### src/hdl/pmoa_pkg.sv
// Shared widths, register indexes, reset values and types of the marker pose averager.
`default_nettype none
package pmoa_pkg;

    // field widths
    localparam int ID_W    = 6;
    localparam int TRANS_W = 21;
    localparam int ROT_W   = 19;
    localparam int TTOL_W  = 20;
    localparam int RTOL_W  = 19;
    localparam int CNT_W   = 8;

    // running sums and mean/deviation widths
    localparam int TSUM_W  = 29;
    localparam int RSUM_W  = 27;
    localparam int SUM_W   = TSUM_W;
    localparam int MEAN_W  = TRANS_W;
    localparam int DIFF_W  = MEAN_W + 1;
    localparam int SQ_W    = 2 * DIFF_W;
    localparam int NUM_DIFF = 6;

    // stream packing
    localparam int TDATA_W  = 3 * TRANS_W + 3 * ROT_W;
    localparam int S_TUSER_W = ID_W;
    localparam int M_TUSER_W = ID_W + 1;

    // configuration port
    localparam int CFG_IDX_W  = 2;
    localparam int CFG_DATA_W = TTOL_W;
    localparam logic [CFG_IDX_W-1:0] CFG_TARGET = 2'd0;
    localparam logic [CFG_IDX_W-1:0] CFG_TTOL   = 2'd1;
    localparam logic [CFG_IDX_W-1:0] CFG_RTOL   = 2'd2;
    localparam logic [CFG_IDX_W-1:0] CFG_MAX    = 2'd3;

    localparam logic [ID_W-1:0]   RST_TARGET = 6'd0;
    localparam logic [TTOL_W-1:0] RST_TTOL   = 20'd1966;
    localparam logic [RTOL_W-1:0] RST_RTOL   = 19'd6554;
    localparam logic [CNT_W-1:0]  RST_MAX    = 8'd100;

    // status from the squared-norm unit to the controller
    typedef struct packed {
        logic done;
        logic pass;
    } t_norm_stat;

endpackage
`default_nettype wire

### src/hdl/marker_pose_outlier_averager.sv
// Top level of the marker pose outlier averager: control, state, config and stream ports.
//
// Each input beat carries one marker pose. Poses whose id differs from target_marker
// pass through raw. A pose of the target id is taken in S_IDLE; when the sums are empty
// they are seeded on the accept edge. Then S_LOAD starts the dividers, and in S_DIV six
// parallel bit-serial dividers form the truncated mean (21 quotient bits, one per cycle).
// Then the serial squared-norm unit runs in S_NORM (one 22x22 product per cycle over six
// deviations and two tolerances), S_OUT loads the output register, and the next beat is
// taken back in S_IDLE. While the output register still holds an untaken result, the
// block waits in S_OUT before loading it. The output register holds a result until it is
// taken while the block goes on. Configuration writes take effect at once and are meant
// for idle periods. m_tuser bit 6 is high when the output is the frozen mean.
`default_nettype none
module marker_pose_outlier_averager import pmoa_pkg::*; (
    input  wire  logic                  i_clk,
    input  wire  logic                  i_rst_n,
    // slave side
    input  wire  logic                  i_s_tvalid,
    output logic                        o_s_tready,
    // trans_x[20:0], trans_y[41:21], trans_z[62:42], rot_x[81:63], rot_y[100:82],
    // rot_z[119:101]
    input  wire  logic [TDATA_W-1:0]    i_s_tdata,
    // marker_id[5:0]
    input  wire  logic [S_TUSER_W-1:0]  i_s_tuser,
    // master side
    output logic                        o_m_tvalid,
    input  wire  logic                  i_m_tready,
    // out_trans_x[20:0], out_trans_y[41:21], out_trans_z[62:42], out_rot_x[81:63],
    // out_rot_y[100:82], out_rot_z[119:101]
    output logic [TDATA_W-1:0]          o_m_tdata,
    // out_marker_id[5:0], is_averaged[6]
    output logic [M_TUSER_W-1:0]        o_m_tuser,
    // configuration
    input  wire  logic                  i_cfg_we,
    input  wire  logic [CFG_IDX_W-1:0]  i_cfg_idx,
    input  wire  logic [CFG_DATA_W-1:0] i_cfg_data
);

    localparam logic [2:0] S_IDLE = 3'd0;
    localparam logic [2:0] S_LOAD = 3'd1;
    localparam logic [2:0] S_DIV  = 3'd2;
    localparam logic [2:0] S_NORM = 3'd3;
    localparam logic [2:0] S_OUT  = 3'd4;

    localparam int DIV_STEPS = MEAN_W;
    localparam int DSTEP_W   = $clog2(DIV_STEPS + 1);

    logic [2:0]                r_state;
    logic [DSTEP_W-1:0]        r_dstep;

    logic [ID_W-1:0]           r_target;
    logic [TTOL_W-1:0]         r_ttol;
    logic [RTOL_W-1:0]         r_rtol;
    logic [CNT_W-1:0]          r_max;

    logic [ID_W-1:0]           r_id;
    logic signed [TRANS_W-1:0] r_t [3];
    logic signed [ROT_W-1:0]   r_r [3];
    logic                      r_avg;

    logic signed [TSUM_W-1:0]  r_tsum [3];
    logic signed [RSUM_W-1:0]  r_rsum [3];
    logic [CNT_W-1:0]          r_count;

    logic                      r_m_valid;
    logic [TDATA_W-1:0]        r_m_tdata;
    logic [M_TUSER_W-1:0]      r_m_tuser;

    logic                      w_accept;
    logic                      w_lane_start;
    logic                      w_lane_step;
    logic                      w_norm_start;
    logic                      w_out_load;
    logic signed [SUM_W-1:0]   w_lane_sum  [NUM_DIFF];
    logic signed [MEAN_W-1:0]  w_mean      [NUM_DIFF];
    logic signed [DIFF_W-1:0]  w_diff      [NUM_DIFF];
    logic signed [MEAN_W-1:0]  w_pose      [NUM_DIFF];
    t_norm_stat                w_nstat;

    assign w_accept     = i_s_tvalid && o_s_tready;
    assign w_lane_start = (r_state == S_LOAD);
    assign w_lane_step  = (r_state == S_DIV) && (r_dstep < DSTEP_W'(DIV_STEPS));
    assign w_norm_start = (r_state == S_DIV) && (r_dstep == DSTEP_W'(DIV_STEPS));
    assign w_out_load   = (r_state == S_OUT) && (!r_m_valid || i_m_tready);

    // lanes see the sums widened to the divider width, and the pose widened to the mean
    always_comb begin
        for (int k = 0; k < 3; k++) begin
            w_lane_sum[k]     = r_tsum[k];
            w_lane_sum[k + 3] = SUM_W'(r_rsum[k]);
            w_pose[k]         = r_t[k];
            w_pose[k + 3]     = MEAN_W'(r_r[k]);
        end
        for (int k = 0; k < NUM_DIFF; k++) begin
            w_diff[k] = DIFF_W'(w_mean[k]) - DIFF_W'(w_pose[k]);
        end
    end

    // six mean dividers, all stepping together
    for (genvar g = 0; g < NUM_DIFF; g++) begin : g_lane
        pmoa_div_lane u_lane (
            .i_clk   (i_clk),
            .i_start (w_lane_start),
            .i_step  (w_lane_step),
            .i_sum   (w_lane_sum[g]),
            .i_div   (r_count),
            .o_mean  (w_mean[g])
        );
    end

    pmoa_norm u_norm (
        .i_clk   (i_clk),
        .i_rst_n (i_rst_n),
        .i_start (w_norm_start),
        .i_diff  (w_diff),
        .i_ttol  (r_ttol),
        .i_rtol  (r_rtol),
        .o_stat  (w_nstat)
    );

    // configuration registers
    always_ff @(posedge i_clk) begin
        if (!i_rst_n) begin
            r_target <= RST_TARGET;
            r_ttol   <= RST_TTOL;
            r_rtol   <= RST_RTOL;
            r_max    <= RST_MAX;
        end else if (i_cfg_we) begin
            case (i_cfg_idx)
                CFG_TARGET: r_target <= i_cfg_data[ID_W-1:0];
                CFG_TTOL:   r_ttol   <= i_cfg_data[TTOL_W-1:0];
                CFG_RTOL:   r_rtol   <= i_cfg_data[RTOL_W-1:0];
                CFG_MAX:    r_max    <= i_cfg_data[CNT_W-1:0];
                default: ;
            endcase
        end
    end

    // sequencer
    always_ff @(posedge i_clk) begin
        if (!i_rst_n) begin
            r_state <= S_IDLE;
            r_dstep <= '0;
        end else begin
            case (r_state)
                S_IDLE: begin
                    if (w_accept) begin
                        r_state <= (i_s_tuser == r_target) ? S_LOAD : S_OUT;
                    end
                end
                S_LOAD: begin
                    r_dstep <= '0;
                    r_state <= S_DIV;
                end
                S_DIV: begin
                    r_dstep <= r_dstep + DSTEP_W'(1);
                    if (w_norm_start) begin
                        r_state <= S_NORM;
                    end
                end
                S_NORM: begin
                    if (w_nstat.done) begin
                        r_state <= S_OUT;
                    end
                end
                S_OUT: begin
                    if (w_out_load) begin
                        r_state <= S_IDLE;
                    end
                end
                default: r_state <= S_IDLE;
            endcase
        end
    end

    // running sums and count; first sample seeds them on accept
    always_ff @(posedge i_clk) begin
        if (!i_rst_n) begin
            for (int k = 0; k < 3; k++) begin
                r_tsum[k] <= '0;
                r_rsum[k] <= '0;
            end
            r_count <= '0;
        end else if (w_accept && (i_s_tuser == r_target) && (r_count == '0)) begin
            for (int k = 0; k < 3; k++) begin
                r_tsum[k] <= TSUM_W'($signed(i_s_tdata[k*TRANS_W +: TRANS_W]));
                r_rsum[k] <= RSUM_W'($signed(i_s_tdata[3*TRANS_W + k*ROT_W +: ROT_W]));
            end
            r_count <= CNT_W'(1);
        end else if ((r_state == S_NORM) && w_nstat.done) begin
            if (!w_nstat.pass) begin
                for (int k = 0; k < 3; k++) begin
                    r_tsum[k] <= TSUM_W'(r_t[k]);
                    r_rsum[k] <= RSUM_W'(r_r[k]);
                end
                r_count <= CNT_W'(1);
            end else if (r_count < r_max) begin
                for (int k = 0; k < 3; k++) begin
                    r_tsum[k] <= r_tsum[k] + TSUM_W'(r_t[k]);
                    r_rsum[k] <= r_rsum[k] + RSUM_W'(r_r[k]);
                end
                r_count <= r_count + CNT_W'(1);
            end
        end
    end

    // pose held for the work; replaced by the frozen mean when averaged
    always_ff @(posedge i_clk) begin
        if (w_accept) begin
            r_id  <= i_s_tuser;
            r_avg <= 1'b0;
            for (int k = 0; k < 3; k++) begin
                r_t[k] <= $signed(i_s_tdata[k*TRANS_W +: TRANS_W]);
                r_r[k] <= $signed(i_s_tdata[3*TRANS_W + k*ROT_W +: ROT_W]);
            end
        end else if ((r_state == S_NORM) && w_nstat.done && w_nstat.pass
                     && !(r_count < r_max)) begin
            r_avg <= 1'b1;
            for (int k = 0; k < 3; k++) begin
                r_t[k] <= w_mean[k];
                r_r[k] <= ROT_W'(w_mean[k + 3]);
            end
        end
    end

    // output register
    always_ff @(posedge i_clk) begin
        if (!i_rst_n) begin
            r_m_valid <= 1'b0;
        end else if (w_out_load) begin
            r_m_valid <= 1'b1;
        end else if (i_m_tready) begin
            r_m_valid <= 1'b0;
        end
    end

    always_ff @(posedge i_clk) begin
        if (w_out_load) begin
            r_m_tdata <= {r_r[2], r_r[1], r_r[0], r_t[2], r_t[1], r_t[0]};
            r_m_tuser <= {r_avg, r_id};
        end
    end

    assign o_s_tready = (r_state == S_IDLE);
    assign o_m_tvalid = r_m_valid;
    assign o_m_tdata  = r_m_tdata;
    assign o_m_tuser  = r_m_tuser;

endmodule
`default_nettype wire

### src/hdl/pmoa_div_lane.sv
// One lane of the bit-serial mean divider: |sum| / count, one quotient bit per cycle while i_step is high.
`default_nettype none
module pmoa_div_lane import pmoa_pkg::*; (
    input  wire  logic                     i_clk,
    input  wire  logic                     i_start,
    input  wire  logic                     i_step,
    input  wire  logic signed [SUM_W-1:0]  i_sum,
    input  wire  logic [CNT_W-1:0]         i_div,
    output logic signed [MEAN_W-1:0]       o_mean
);

    logic [SUM_W-1:0]  w_mag;
    logic [CNT_W:0]    w_trial;
    logic [CNT_W:0]    w_diff;
    logic              w_ge;

    logic              r_neg;
    logic [CNT_W-1:0]  r_rem;
    logic [MEAN_W-1:0] r_quo;

    // magnitude of the sum; the mean is known to fit MEAN_W bits, so the
    // high bits seed the partial remainder directly
    assign w_mag   = i_sum[SUM_W-1] ? SUM_W'(-i_sum) : SUM_W'(i_sum);
    assign w_trial = {r_rem, r_quo[MEAN_W-1]};
    assign w_diff  = w_trial - {1'b0, i_div};
    assign w_ge    = (w_trial >= {1'b0, i_div});

    // restoring division step
    always_ff @(posedge i_clk) begin
        if (i_start) begin
            r_neg <= i_sum[SUM_W-1];
            r_rem <= w_mag[SUM_W-1:MEAN_W];
            r_quo <= w_mag[MEAN_W-1:0];
        end else if (i_step) begin
            r_rem <= w_ge ? w_diff[CNT_W-1:0] : w_trial[CNT_W-1:0];
            r_quo <= {r_quo[MEAN_W-2:0], w_ge};
        end
    end

    // truncation toward zero: divide magnitudes, then restore the sign
    assign o_mean = r_neg ? (-$signed(r_quo)) : $signed(r_quo);

endmodule
`default_nettype wire

### src/hdl/pmoa_norm.sv
// Serial squared-norm unit: squares six deviations and two tolerances, then compares.
`default_nettype none
module pmoa_norm import pmoa_pkg::*; (
    input  wire  logic                     i_clk,
    input  wire  logic                     i_rst_n,
    input  wire  logic                     i_start,
    input  wire  logic signed [DIFF_W-1:0] i_diff [NUM_DIFF],
    input  wire  logic [TTOL_W-1:0]        i_ttol,
    input  wire  logic [RTOL_W-1:0]        i_rtol,
    output t_norm_stat                     o_stat
);

    localparam int NUM_OPS = NUM_DIFF + 2;
    localparam int STEP_W  = $clog2(NUM_OPS + 1);

    logic                     r_busy;
    logic                     r_done;
    logic [STEP_W-1:0]        r_step;
    logic [SQ_W-1:0]          r_prod;
    logic [SQ_W-1:0]          r_dt;
    logic [SQ_W-1:0]          r_dr;
    logic [SQ_W-1:0]          r_tt;
    logic [SQ_W-1:0]          r_rt;

    logic signed [DIFF_W-1:0] w_op;
    logic signed [SQ_W-1:0]   w_sq;
    logic [STEP_W-1:0]        w_prev;

    // operand select: deviations first, then the two tolerances
    always_comb begin
        case (r_step)
            STEP_W'(NUM_DIFF):     w_op = $signed({{(DIFF_W-TTOL_W){1'b0}}, i_ttol});
            STEP_W'(NUM_DIFF + 1): w_op = $signed({{(DIFF_W-RTOL_W){1'b0}}, i_rtol});
            default: begin
                if (r_step < STEP_W'(NUM_DIFF)) begin
                    w_op = i_diff[r_step[STEP_W-2:0]];
                end else begin
                    w_op = '0;
                end
            end
        endcase
    end

    assign w_sq   = w_op * w_op;
    assign w_prev = r_step - STEP_W'(1);

    // control: one product per cycle, accumulated in the next cycle
    always_ff @(posedge i_clk) begin
        if (!i_rst_n) begin
            r_busy <= 1'b0;
            r_done <= 1'b0;
            r_step <= '0;
        end else begin
            r_done <= 1'b0;
            if (i_start) begin
                r_busy <= 1'b1;
                r_step <= '0;
            end else if (r_busy) begin
                r_step <= r_step + STEP_W'(1);
                if (r_step == STEP_W'(NUM_OPS)) begin
                    r_busy <= 1'b0;
                    r_done <= 1'b1;
                end
            end
        end
    end

    // multiplier register, the two deviation accumulators and the two squared tolerances
    always_ff @(posedge i_clk) begin
        if (i_start) begin
            r_dt <= '0;
            r_dr <= '0;
            r_tt <= '0;
            r_rt <= '0;
        end else if (r_busy) begin
            r_prod <= SQ_W'(w_sq);
            if (r_step != '0) begin
                if (w_prev < STEP_W'(3)) begin
                    r_dt <= r_dt + r_prod;
                end else if (w_prev < STEP_W'(NUM_DIFF)) begin
                    r_dr <= r_dr + r_prod;
                end else if (w_prev == STEP_W'(NUM_DIFF)) begin
                    r_tt <= r_prod;
                end else begin
                    r_rt <= r_prod;
                end
            end
        end
    end

    // strict compare against both squared tolerances
    assign o_stat.done = r_done;
    assign o_stat.pass = (r_dt < r_tt) && (r_dr < r_rt);

endmodule
`default_nettype wire
### config.mk
export PLATFORM = sky130hd
export DESIGN_NAME = marker_pose_outlier_averager
export DESIGN_NICKNAME = d
export VERILOG_FILES = /design/src/hdl/pmoa_pkg.sv /design/src/hdl/marker_pose_outlier_averager.sv /design/src/hdl/pmoa_div_lane.sv /design/src/hdl/pmoa_norm.sv
export SDC_FILE = /design/constraint.sdc
export NUM_CORES = 2
export LEC_CHECK = 0
export BUFFER_PORTS_ARGS = -buffer_cell sky130_fd_sc_hd__clkbuf_2
export CORE_ASPECT_RATIO = 0.75
export CORE_MARGIN = 1
export CORE_UTILIZATION = 60
export CTS_BUF_LIST = sky130_fd_sc_hd__clkbuf_16
export CTS_CLUSTER_DIAMETER = 50
export DETAILED_ROUTE_END_ITERATION = 10
export PLACE_DENSITY = 0.79
export SLEW_MARGIN = 25
export SYNTH_ARGS = -nofsm -noshare
export SYNTH_HDL_FRONTEND = slang
export SYNTH_HIERARCHICAL = 1
export SYNTH_SLANG_ARGS = --single-unit
### constraint.sdc
create_clock -name i_clk -period 31.5 [get_ports i_clk]
set_input_delay 6.3 -clock i_clk [delete_from_list [all_inputs] [get_ports i_clk]]
set_output_delay 6.3 -clock i_clk [all_outputs]
set_load 0.02 [all_outputs]
==> metrics <==
synthesis-stage register bit count 895; post-synthesis sequential area ratio 30.1%; CP Buf/Inv Count 6; Required @ worst endpoint 31,950 ps; critical path's largest stage delay 790 ps; Hold WS 421 ps; cells after synthesis 8,650; Worst setup SP type flip-flop; global-route wire length before repair 382,000 um; Final Hold Fails 0; top-area cell type share of the netlist area 23.9%; Slew Limit Fails 0; Reg-to-Reg Start g_lane[4].u_lane/r_quo[6]$_DFFE_PP_; WHS Path Cells 0; CP Max Fanout 18; Hold Crit Class reg2reg; antenna violations before repair 24; RSZ-0062 raised after global routing false; CTS buffer count 106; EDFF count, synth 644; drt drc 0; Iteration-0 DRC Markers 8,190; Final min period 13,560 ps; Die H 320 um; FF-to-FF setup slack 17,940 ps; post-cts resize count 0; ys async rst share 0%; Post-synth top cells 1,004 x inv_1, 841 x nand2_1, 674 x ha_1; WL per Instance 23.7 um; clock skew 60.7 ps; outcome complete, no violations; CTS tree yes; vias in the first global route 65,300; Skew-Pair Late Insertion Delay 760 ps; cts hold-fix bufs 0; htree depth 3; gr usage total 36.4%; Reg clk slew, reported paths 70 ps; vias 67,900; area leader, netlist edfxtp_1; Final HPWL DP 192,000 um; die area 0.136 mm^2; Top-Level Pins 282; kind of critical path reg2reg; root buffer cell clkbuf_16; GRT Residual Overflow 0; Synth Flop Type edfxtp_1; Initial Util 60.6%; WP data arrival 14,010 ps; Crit-path slowest cell clkinv_1; Final Net Count 10,100; fin util 65.6%; Row Count 116; Synth Net Count 9,954; Crit. End Element flip-flop; Synth Warn # 6; total of max-cap violations 0; Sink Count 895; Final setup viols 0; WHS Endpoint o_m_tuser[1]$_DFFE_PP_; core area 0.134 mm^2; top cells by area, synth edfxtp_1 24%, fa_1 12%, ha_1 10%; Tcrit/Tclk final 43.0%; most frequent cell on the critical path fa_1; TritonRoute pass-1 iters 6; Post-Route WL 252,000 um; CTS max path bufs 3; Worst Tran Pin Value 1130 ps; largest net degree at the start of global routing 146; Syn-to-layout area delta 8.29%; R2R depth 41; fmax 73.8 MHz; count leader, synth inv_1; DRT antenna net count 0; post-synth cell types 118; syn avg cell area 9.35 um^2; placer congestion estimate 1.01; Die X 426 um; FF-to-FF End u_norm/r_prod[43]$_DFFE_PP_; share of layout cells above drive strength 1 8.16%; port buffer count 281; Top delay family on crit path compound AO/OA/AOI/OAI gates; Via density 6.36; Post-CTS Setup Bufs 0; Max transition margin 24.8%; mapped cell area 0.0809 mm^2; hold wc startpoint r_id[1]$_DFFE_PN_; Setup Total Neg Slack 0 ps
placed cells by master, fill, tap and decap left out, types with 280 or more instances in the layout:
cell,instances
a21oi_1,646
clkbuf_2,280
edfxtp_1,644
fa_1,477
ha_1,674
inv_1,1017
nand2_1,838
nor2_1,525
o21ai_0,337
xnor2_1,371
xor2_1,297
worst max path at each step:
stage / start / to / slack [ps] / cells after the start
after global placement: g_lane[4].u_lane/r_quo[5]$_DFFE_PP_ / u_norm/r_prod[42]$_DFFE_PP_ / 18810 / 41
after floorplan: i_m_tready / o_m_tdata[0]$_DFFE_PP_ / 19240 / 2
after CTS: g_lane[4].u_lane/r_quo[6]$_DFFE_PP_ / u_norm/r_prod[42]$_DFFE_PP_ / 18380 / 41
final: g_lane[4].u_lane/r_quo[6]$_DFFE_PP_ / u_norm/r_prod[43]$_DFFE_PP_ / 17940 / 41
after detailed placement: g_lane[4].u_lane/r_quo[5]$_DFFE_PP_ / u_norm/r_prod[42]$_DFFE_PP_ / 18460 / 41
after global routing: g_lane[4].u_lane/r_quo[5]$_DFFE_PP_ / u_norm/r_prod[43]$_DFFE_PP_ / 17330 / 41
sequential cells by signal, indices dropped and copies added, names as in the netlist, 43 cells and up:
name	count
u_norm/r_prod	43
r_r	57
r_t	63
u_norm/r_dr	44
g_lane.u_lane/r_quo	126
r_tsum	87
r_rsum	81
u_norm/r_dt	44
g_lane.u_lane/r_rem	48
u_norm/r_rt	43
u_norm/r_tt	43
o_m_tdata	120
metrics by stage:
step | instances | worst slack [ps] | instance area, um^2
after detailed placement | 10500 | 18460 | 83800
after floorplan | 8650 | 19240 | 80900
after CTS | 10700 | 18380 | 87500
after global placement | 10500 | 18810 | 83800
final | 10700 | 17940 | 87600
after global routing | 10700 | 17330 | 87600
metal layers:
layer | vias up | wire [um] | share of wire, % | GRT usage [%]
li1 | 30700 | - | - | -
met1 | 33000 | 103000 | 41 | 50.7
met2 | 3673 | 107000 | 42 | 53.2
met3 | 558 | 31200 | 12 | 10.1
met4 | 16 | 11000 | 4.4 | 14.7
met5 | - | 97 | 0.038 | 0
cell families after synthesis:
kind of cell             after synthesis  share of synthesized area, %
AND/OR/NAND/NOR                     2170                          12.6
XOR/XNOR                             668                          7.23
multiplexers                         277                          3.96
flip-flops                           895                          30.1
AO/OA/AOI/OAI                       2157                          17.5
adder cells (fa/ha/maj)             1151                          22.2
buffers and inverters               1332                          6.34
layout make-up:
class                      instances  area, um^2
multi-input combinational       6423       51500
fill                           10600       45900
timing repair buffer             353        2020
sequential                       895       24400
tap                             1770        2210
antenna                           15        37.5
clock inverter                    92         925
clock buffer                     109        2730
inverter                        1014        3820
Power is left out: the tool's default activity adds up to more than one toggle a clock period on the data nets, which glitch-free logic cannot reach.
